File: config.mk
export PLATFORM = sky130hd
export DESIGN_NAME = pscc_div
export DESIGN_NICKNAME = d
export VERILOG_FILES = /design/src/hw/rtl/pscc_pkg.sv /design/src/hw/rtl/pscc_div.sv
export SDC_FILE = /design/constraint.sdc
export NUM_CORES = 1
export LEC_CHECK = 0
export BUFFER_PORTS_ARGS = -buffer_cell sky130_fd_sc_hd__clkbuf_2
export CORE_UTILIZATION = 59
export CTS_CLUSTER_SIZE = 28
export DETAILED_ROUTE_END_ITERATION = 6
export GPL_TIMING_DRIVEN = 0
export PLACE_DENSITY = 0.86
export SYNTH_ARGS = -nofsm -noshare
export SYNTH_HDL_FRONTEND = slang
export SYNTH_SLANG_ARGS = --single-unit
File: constraint.sdc
create_clock -name clk -period 5.35 [get_ports clk]
set_input_delay 1.07 -clock clk [delete_from_list [all_inputs] [get_ports clk]]
set_output_delay 1.07 -clock clk [all_outputs]
set_load 0.01 [all_outputs]
File: src/hw/rtl/pscc_pkg.sv
// Shared types, opcodes, status codes and operand tables of the packed stack core.
// No dependencies; used by the core, its divider, its port checker and the testbench.
package pscc_pkg;

  localparam int CELL_BITS = 32;
  localparam int MAX_DEV   = 16;

  typedef logic [CELL_BITS-1:0] cell_t;
  typedef logic [7:0]           opcode_t;
  typedef logic [3:0]           status_t;
  typedef logic [1:0]           mode_t;
  typedef logic [1:0]           rdir_t;

  localparam mode_t MODE_LOAD  = 2'd0;
  localparam mode_t MODE_START = 2'd1;
  localparam mode_t MODE_EXEC  = 2'd2;
  localparam mode_t MODE_ARM   = 2'd3;

  localparam status_t ST_OK       = 4'd0;
  localparam status_t ST_FINISHED = 4'd1;
  localparam status_t ST_HALTED   = 4'd2;
  localparam status_t ST_BAD_OP   = 4'd3;
  localparam status_t ST_D_UNDER  = 4'd4;
  localparam status_t ST_D_OVER   = 4'd5;
  localparam status_t ST_R_UNDER  = 4'd6;
  localparam status_t ST_R_OVER   = 4'd7;
  localparam status_t ST_DIV0     = 4'd8;
  localparam status_t ST_BAD_ADDR = 4'd9;
  localparam status_t ST_BAD_DEV  = 4'd10;
  localparam status_t ST_IO       = 4'd11;

  localparam opcode_t OP_NOP    = 8'd0;
  localparam opcode_t OP_LIT    = 8'd1;
  localparam opcode_t OP_DUP    = 8'd2;
  localparam opcode_t OP_DROP   = 8'd3;
  localparam opcode_t OP_SWAP   = 8'd4;
  localparam opcode_t OP_PUSH   = 8'd5;
  localparam opcode_t OP_POP    = 8'd6;
  localparam opcode_t OP_JUMP   = 8'd7;
  localparam opcode_t OP_CALL   = 8'd8;
  localparam opcode_t OP_CCALL  = 8'd9;
  localparam opcode_t OP_RET    = 8'd10;
  localparam opcode_t OP_EQ     = 8'd11;
  localparam opcode_t OP_NE     = 8'd12;
  localparam opcode_t OP_LT     = 8'd13;
  localparam opcode_t OP_GT     = 8'd14;
  localparam opcode_t OP_FETCH  = 8'd15;
  localparam opcode_t OP_STORE  = 8'd16;
  localparam opcode_t OP_ADD    = 8'd17;
  localparam opcode_t OP_SUB    = 8'd18;
  localparam opcode_t OP_MUL    = 8'd19;
  localparam opcode_t OP_DIVMOD = 8'd20;
  localparam opcode_t OP_AND    = 8'd21;
  localparam opcode_t OP_OR     = 8'd22;
  localparam opcode_t OP_XOR    = 8'd23;
  localparam opcode_t OP_SHIFT  = 8'd24;
  localparam opcode_t OP_ZRET   = 8'd25;
  localparam opcode_t OP_HALT   = 8'd26;
  localparam opcode_t OP_ENUM   = 8'd27;
  localparam opcode_t OP_QUERY  = 8'd28;
  localparam opcode_t OP_INVOKE = 8'd29;
  localparam opcode_t OP_LAST   = OP_INVOKE;

  localparam rdir_t RS_NONE = 2'd0;
  localparam rdir_t RS_POP  = 2'd1;
  localparam rdir_t RS_PUSH = 2'd2;

  // Cells an opcode consumes from the data stack.
  function automatic logic [1:0] need_n(opcode_t op);
    logic [1:0] n;
    n = 2'd2;
    if (op == OP_NOP || op == OP_LIT || op == OP_POP || op == OP_RET || op == OP_HALT ||
        op > OP_LAST) begin
      n = 2'd0;
    end else if (op == OP_DUP || op == OP_DROP || op == OP_PUSH || op == OP_JUMP ||
                 op == OP_CALL || op == OP_FETCH || op == OP_ZRET || op == OP_ENUM ||
                 op == OP_QUERY || op == OP_INVOKE) begin
      n = 2'd1;
    end
    return n;
  endfunction

  // Room an opcode needs on the data stack.
  function automatic logic [1:0] need_m(opcode_t op);
    logic [1:0] m;
    m = 2'd0;
    if (op == OP_DUP || op == OP_SWAP || op == OP_DIVMOD || op == OP_ENUM) begin
      m = 2'd2;
    end else if (op == OP_LIT || op == OP_POP || (op >= OP_EQ && op <= OP_FETCH) ||
                 (op >= OP_ADD && op <= OP_MUL) || (op >= OP_AND && op <= OP_SHIFT) ||
                 op == OP_QUERY) begin
      m = 2'd1;
    end
    return m;
  endfunction

  // Direction in which an opcode moves the return stack.
  function automatic rdir_t need_r(opcode_t op);
    rdir_t r;
    r = RS_NONE;
    if (op == OP_PUSH || op == OP_CALL || op == OP_CCALL) begin
      r = RS_PUSH;
    end else if (op == OP_POP || op == OP_RET) begin
      r = RS_POP;
    end
    return r;
  endfunction

endpackage

File: src/hw/rtl/pscc_div.sv
// Iterative divider of the packed stack core: one quotient bit per cycle.
// Depends on pscc_pkg for the cell type and width.
module pscc_div
  import pscc_pkg::*;
(
  input  logic  clk,
  input  logic  rst,
  input  logic  start,
  input  logic  is_signed,
  input  cell_t dividend,
  input  cell_t divisor,
  output logic  done,
  output cell_t quotient,
  output cell_t remainder
);

  localparam int CW = $clog2(CELL_BITS);

  logic [CW-1:0]  count;
  logic           active;
  logic           neg_q;
  logic           neg_r;
  cell_t          quo;
  cell_t          rem;
  cell_t          den;
  logic [CELL_BITS:0] shifted;
  logic [CELL_BITS:0] trial;

  assign shifted = {rem, quo[CELL_BITS-1]};
  assign trial   = shifted - {1'b0, den};

  always_ff @(posedge clk) begin
    if (rst) begin
      active <= 1'b0;
      done   <= 1'b0;
      count  <= '0;
    end else begin
      done <= 1'b0;
      if (start) begin
        active <= 1'b1;
        count  <= '0;
        den    <= (is_signed && divisor[CELL_BITS-1]) ? cell_t'(-divisor) : divisor;
        quo    <= (is_signed && dividend[CELL_BITS-1]) ? cell_t'(-dividend) : dividend;
        rem    <= '0;
        neg_q  <= is_signed && (divisor[CELL_BITS-1] ^ dividend[CELL_BITS-1]);
        neg_r  <= is_signed && dividend[CELL_BITS-1];
      end else if (active) begin
        if (!trial[CELL_BITS]) begin
          rem <= trial[CELL_BITS-1:0];
          quo <= {quo[CELL_BITS-2:0], 1'b1};
        end else begin
          rem <= shifted[CELL_BITS-1:0];
          quo <= {quo[CELL_BITS-2:0], 1'b0};
        end
        count <= count + 1'b1;
        if (count == CW'(CELL_BITS - 1)) begin
          active <= 1'b0;
          done   <= 1'b1;
        end
      end
    end
  end

  assign quotient  = neg_q ? cell_t'(-quo) : quo;
  assign remainder = neg_r ? cell_t'(-rem) : rem;

endmodule

==> summary.txt, run 1 <==
Power
  – P_sw: between 0.9 and 1 mW
  – Pint: 1.784 mW
  – Sequential Power Share: 0.387
  – Cell Pwr Density: 278.5 nW/um2
  – Peak supply drop: 0.1770 mV
  – Switching share of power: 0.3589
  – Clk pwr share: 0.247
  – Pleak: just under 4 nW
  – Comb pwr share: 0.366

GRT
  – First-pass GRT wire length: 37.89 mm
  – Initial antenna violation count: 0
  – Global route overflow: 0
  – Largest net degree at the start of global routing: 35
  – Vias in the first global route: 7702
  – Total Routing Usage GR: 0.3252

Timing
  – Final worst-path cycle share: 0.8903
  – Max Clk Rate: 210.0 MHz
  – Worst Max-Slew Pin Slew: 1189 ps
  – Final hold viol count: 0
  – RSZ-0062 raised after global routing: no
  – Relative slew slack: 0.2023
  – Hold Slack: about 500 ps
  – # setup viols final: 0
  – Final Skew: 13.35 ps
  – Max-slew violation count: 0
  – Final setup margin: 587.0 ps
  – Crit path time final: 4763 ps

Routing
  – Total wire length: ~24 mm
  – Via Count: 8394
  – Via-per-instance ratio: 6.232
  – Routed len/inst: 18.05 um
  – Drt drc: 0
  – Initial DRT Pass Iterations: 5
  – DR iter-0 viols: approximately 800
  – Detail Route Antenna Nets: 0

Outcome
  – Status: complete, no violations

Die
  – Die area: approximately 15000 um2
  – # IOs: 133
  – DIE HEIGHT: 123.8 um
  – Site Rows: 44
  – Die W: 123.8 um
  – Initial core utilization: 0.6043
  – Core Area: 14480 um2

Clock network
  – CTS sink cnt: between 100 and 150
  – Clock transition at path regs: approximately 70 ps
  – Cts hold-fix bufs: 0
  – Htree depth: 3
  – # resized after CTS: 0
  – Clock tree buffer depth: 2
  – Setup Fix Bufs, Post-CTS: 0
  – CTS tree: yes
  – Root buffer cell: clkbuf_16
  – Clock latency on the worst-skew pair: 360 ps
  – Num CTS Buffers: 9

Worst setup path
  – Worst setup SP type: flop
  – Worst EP arrival: 3690 ps
  – Crit-path max FO: 5
  – Worst setup EP type: primary output
  – CP Buf/Inv Count: 1
  – Critical path required time: 4280 ps
  – Setup CP Type: reg -> out
  – Critical path's slowest cell: nor4_1
  – CP delay by family, top: simple AND/OR/NAND/NOR gates
  – Most common cell on crit path: or4_4
  – Crit-path cells: nor4_1, nand4_1, or4_4, or4_4, or4_4, o41ai_2, xnor2_1, clkbuf_2
  – Crit-path max cell delay: 550 ps

Placement
  – Final HPWL from detailed placement: 18.35 mm
  – Placed cell count: between 1000 and 1500
  – # port buffers: 132
  – Place WS: 1007 ps
  – Placer Congestion: about 0.97

Yosys
  – Post-Synth XOR/XNOR Area: 0.1411
  – Post-Syn Area: 8750 um2
  – Post-synth top flop: edfxtp_1
  – Adder-Cell Fraction of Synth Area: 0.05663
  – Mapped Avg Cell Area: roughly 8.6 um2
  – Largest family of logic cells by synthesized area: compound AO/OA/AOI/OAI gates
  – Syn Inst Count: between 1000 and 1500
  – Multiplexer area fraction after synthesis: 0.009867
  – Ys Warns: 0
  – Cell variety after synth: 64
  – Top cells by area, synth: edfxtp_1 (34%), xnor2_1 (11%), a21oi_1 (6.9%)
  – Post-synth EDFFs: 98
  – Synth Area in Compound Gates: 0.2099
  – Synth Area in Simple Gates: 0.1838
  – #FFs+latches synth: around 110
  – Net Count, Synth: 1120
  – Asr flop ratio synth: 0
  – Post-synthesis sequential area ratio: 0.3524
  – Synth top area share: 0.3363
  – Cell taking the most area after synthesis: edfxtp_1

Hold path
  – Worst min-delay path class: reg -> reg

Run
  – Max_cap viols: 0

Finish
  – Fin util: 0.6901
  – Fillers: 1188
  – Ratio of cells with drive above 1 in the final layout: 0.1505
  – # diodes: 0
  – Final #Nets: approximately 1300
  – Layout Cells excl Fill: roughly 1300
  – Layout area overhead: 14.20%
## power by group through the flow
stage                     clock network (mW)  logic (mW)  registers (mW)
after floorplan                            0       0.703            1.07
after global placement                     0       0.968            1.10
after detailed placement                   0       0.991            1.09
after CTS                              0.682        1.00            1.08
after global routing                   0.711        1.12            1.09
final                                  0.687        1.02            1.08
## final timing paths
path | slack, ps | cells past startpoint | endpoint | from
setup / recovery | 590 | 8 | remainder[29] | rem[12]
hold / removal | 510 | 2 | count[4] | count[4]
setup reg to reg | 960 | 10 | rem[24] | rem[4]
hold reg to reg | 510 | 2 | count[4] | count[4]
## layer usage
metal  GRT usage  up-vias  share of wire
met3     0.05586       72          0.083
li1            -     4006              -
met1      0.4102     3896           0.40
met4      0.1717        0          0.038
met2      0.5326      420           0.47
met5           0        -              0
## cell usage after synthesis (18+ instances only)
cell	count
nand2b_1	18
xnor2_1	109
ha_1	38
nor2_1	92
clkbuf_1	43
nand2_1	55
nand3_1	35
o21ai_0	70
o31ai_1	23
inv_1	58
edfxtp_1	98
xor2_1	32
nor3_1	28
a21oi_1	120
## logic make-up after synthesis
| logic type | count (synthesis) |
|---|---|
| simple gates | 315 |
| compound gates | 299 |
| buf+inv | 106 |
| mux | 8 |
| flops | 105 |
| xor+xnor | 141 |
| fa+ha+maj | 39 |
## tightest hold or removal path, cell delays in order (launching register included)
cell and delay [ps]:
dfxtp_1 340, mux2i_1 70, nor2_1 70
## per-stage QoR
| step | area (um2) | total power [mW] | setup TNS, ps |
|---|---|---|---|
| 2_1_floorplan | 8750 | 1.772 | 0 |
| 3_3_place_gp | 9641 | 2.063 | -93560 |
| 3_5_place_dp | 9696 | 2.085 | 0 |
| 4_1_cts | 9992 | 2.758 | 0 |
| 5_1_grt | 9992 | 2.916 | 0 |
| 6_report | 9992 | 2.782 | 0 |
## registers in the layout, summed over array words and instances (netlist names)
signal  count
done        1
neg_r       1
den        32
count       5
quo        32
rem        32
neg_q       1
active      1
## layout by cell type (no fill, tap or decap), drive strengths merged, types with 9 or more instances in the layout
cell type,instances
edfxtp,98
nand2,55
xnor2,109
nor4,10
a21o,13
nand4,15
and3,9
nor2,92
a21oi,121
nand3,35
inv,59
o41ai,14
o21ai,70
xor2,32
o31ai,24
or4,17
ha,38
nand2b,18
or3,10
clkbuf,190
nor3,29
## cell type report
cell class	instances	area, um2	area share
plain buffers	47	183.9	0.01841
clock buffers	15	290.3	0.02905
clock inverters	1	6.256	0.0006261
inverters	59	221.5	0.02216
multi-input cells	802	5276	0.5280
flip-flops and latches	105	3083	0.3085
well taps	184	230.2	0.02304
repair buffers	134	700.7	0.07012
Power figures use the tool's default switching activity.
==> run 2, diff against run 1 <==
--- a/config.mk
+++ b/config.mk
@@ -6,11 +6,12 @@
 export NUM_CORES = 1
 export LEC_CHECK = 0
 export BUFFER_PORTS_ARGS = -buffer_cell sky130_fd_sc_hd__clkbuf_2
+export CORE_ASPECT_RATIO = 0.8
 export CORE_UTILIZATION = 59
 export CTS_CLUSTER_SIZE = 28
 export DETAILED_ROUTE_END_ITERATION = 6
 export GPL_TIMING_DRIVEN = 0
-export PLACE_DENSITY = 0.86
+export PLACE_DENSITY = 0.81
 export SYNTH_ARGS = -nofsm -noshare
 export SYNTH_HDL_FRONTEND = slang
 export SYNTH_SLANG_ARGS = --single-unit
==> run 2 against run 1 <==
Against the previous run: the run now ends with DRC left; hold slack better by 8.5 ps; total power about the same; critical path depth unchanged; sequential power about the same; clock skew up 1.8 ps; utilization up 0.25 points; clock power down 2.9%; setup slack worse by 42 ps; combinational power about the same; via count up 0.55%; sequential share of layout area up 0.070 points; final area down 0.23%.
==> summary.txt, run 2 (synthesized netlist as in run 1, its figures left out) <==
Clock network
  – Cts hold-fix bufs: 0 (unchanged)
  – CTS sink cnt: 105 (unchanged)
  – # resized after CTS: 0 (unchanged)
  – Root buffer cell: clkbuf_16
  – CTS tree: yes
  – Setup Fix Bufs, Post-CTS: 0 (unchanged)
  – Clock latency on the worst-skew pair: 370 ps (about the same)
  – Clock transition at path regs: 80 ps (about the same)
  – Num CTS Buffers: 9 (unchanged)
  – Clock tree buffer depth: 2 (unchanged)
  – Htree depth: 3 (unchanged)

Worst setup path
  – Critical path required time: 4280 ps (about the same)
  – R2R Setup Slk: 1040 ps (+80 ps)
  – Crit-path max FO: 5 (unchanged)
  – Worst setup SP type: flop
  – Worst setup EP type: primary output
  – Setup CP Type: reg -> out
  – Worst EP arrival: 3740 ps (+50 ps)
  – R2R depth: 10 (unchanged)
  – Reg2reg start: rem[4]
  – RR Endpoint: rem[24]

Placement
  – # port buffers: 132 (unchanged)
  – Placed cell count: 1330 (-0.075%)
  – Placer Congestion: 0.9893 (+1.8%)
  – Final HPWL from detailed placement: 19.80 mm (+7.9%)

Finish
  – Top Registers: den (32), quo (32), rem (32)
  – Final #Nets: 1264 (-0.079%)
  – Most frequent cells in the layout: clkbuf_2 (132), a21oi_1 (120), xnor2_1 (109), edfxtp_1 (98), nor2_1 (90)
  – Layout area overhead: 13.94%
  – Layout Cells excl Fill: 1346 (-0.074%)
  – Fillers: 1199 (+0.93%)
  – # diodes: 0 (unchanged)
  – Multi-input logic area: 5276 um2 (unchanged)
  – Ratio of cells with drive above 1 in the final layout: 0.1523 (+0.001851)
  – Most common cell after layout, fill and taps aside: clkbuf_2
  – Register area: 3083 um2 (unchanged)

Die
  – Initial core utilization: 0.6078 (+0.003519)
  – Die W: 138.2 um (+12%)
  – Die area: 15320 um2 (about the same)
  – # IOs: 133 (unchanged)
  – Site Rows: 39 (-11%)
  – Core Area: 14400 um2 (-0.58%)
  – DIE HEIGHT: 110.9 um (-10%)

Timing
  – Worst Max-Slew Pin Slew: 1201 ps (+11.29 ps)
  – RSZ-0062 raised after global routing: no
  – Hold Slack: 520.3 ps (+8.458 ps)
  – Final Skew: 15.19 ps (+1.849 ps)
  – # setup viols final: 0 (unchanged)
  – Crit path time final: 4805 ps (+42.31 ps)
  – Final hold viol count: 0 (unchanged)
  – Relative slew slack: 0.1948 (-0.007570)
  – Max Clk Rate: 208.1 MHz (-0.88%)
  – Max-slew violation count: 0 (unchanged)
  – Setup_tns: 0 ps (unchanged)
  – Final worst-path cycle share: 0.8982 (+0.007907)

Routing
  – Via-per-instance ratio: 6.270 (+0.62%)
  – Total wire length: 25.60 mm (+5.3%)
  – DR iter-0 viols: 1135 (+38%)
  – Routed len/inst: 19.02 um (+5.4%)
  – Initial DRT Pass Iterations: 7 (+2)
  – Via Count: 8440 (+0.55%)
  – Drt drc: 10 (+10)
  – Detail Route Antenna Nets: 0 (unchanged)

Power
  – Cell Pwr Density: 278.9 nW/um2 (+0.16%)
  – Pleak: 3.933 nW (-0.23%)
  – Peak supply drop: 0.2060 mV (+16%)

Hold path
  – Hold Crit Depth: 2 (unchanged)
  – Hold Startpoint: count[3]
  – Worst min-delay path class: reg -> reg
  – Sink of the worst hold path: count[3]

Outcome
  – Status: complete, but fails checks
  – Failing checks: DRC

GRT
  – First-pass GRT wire length: 40.08 mm (+5.8%)
  – Global route overflow: 0 (unchanged)
  – Total Routing Usage GR: 0.3358 (+0.01059)
  – Initial antenna violation count: 1 (+1)
  – Largest net degree at the start of global routing: 35 (unchanged)
  – Vias in the first global route: 7677 (-0.32%)

Run
  – Max_cap viols: 0 (unchanged)
==> run 2: final cells by class <==
| cell class | instances | area share |
|---|---|---|
| clock inverter | 7 | 0.006903 |
| timing repair buffer | 133 | 0.06827 |
| buffer | 47 | 0.01845 |
| inverter | 59 | 0.02221 |
| tap | 184 | 0.02309 |
| clock buffer | 9 | 0.02259 |
| sequential | 105 | 0.3092 |
| multi-input combinational | 802 | 0.5292 |
==> run 2: how the worst max path moves through the flow <==
stage | start | endpoint | cells after the start
CTS | rem[2] | remainder[29] | 8
floorplan | start | quo[0] | 4
detailed placement | rem[2] | remainder[29] | 8
global placement | start | quo[8] | 5
finish | rem[2] | remainder[29] | 8
global route | rem[2] | remainder[29] | 8
==> run 2: metrics by stage <==
| stage | worst slack, ps | util | total power [mW] | cell area, um2 |
|---|---|---|---|---|
| finish | 544.7 | 0.6926 | 2.780 | 9970 |
| global route | 415.1 | 0.6926 | 2.908 | 9970 |
| CTS | 605.6 | 0.6926 | 2.756 | 9970 |
| detailed placement | 1011 | 0.6721 | 2.100 | 9676 |
| global placement | -1433 | 0.6697 | 2.086 | 9641 |
| floorplan | 448.2 | - | 1.772 | 8750 |
==> run 2: routing by layer <==
layer	up-vias	global-route usage	share of wire
met5	-	0	0
met4	0	0.09363	0.018
met1	3926	0.5106	0.46
met3	44	0.07041	0.11
met2	462	0.4765	0.41
li1	4008	-	-
==> run 2: worst max-delay path, stage by stage, from the launching register on <==
cell and delay (ps):
edfxtp_1 480, nor3_1 580, nand4_1 350, or4_4 510, or4_4 450, or4_4 460, o41ai_2 240, xnor2_1 150
clkbuf_2 150
==> run 2: where the power goes <==
part	internal [mW]	leakage [nW]	switching, mW
Clock	0.329	0.145	0.338
Sequential	0.996	0.989	0.0870
Combinational	0.412	2.80	0.619
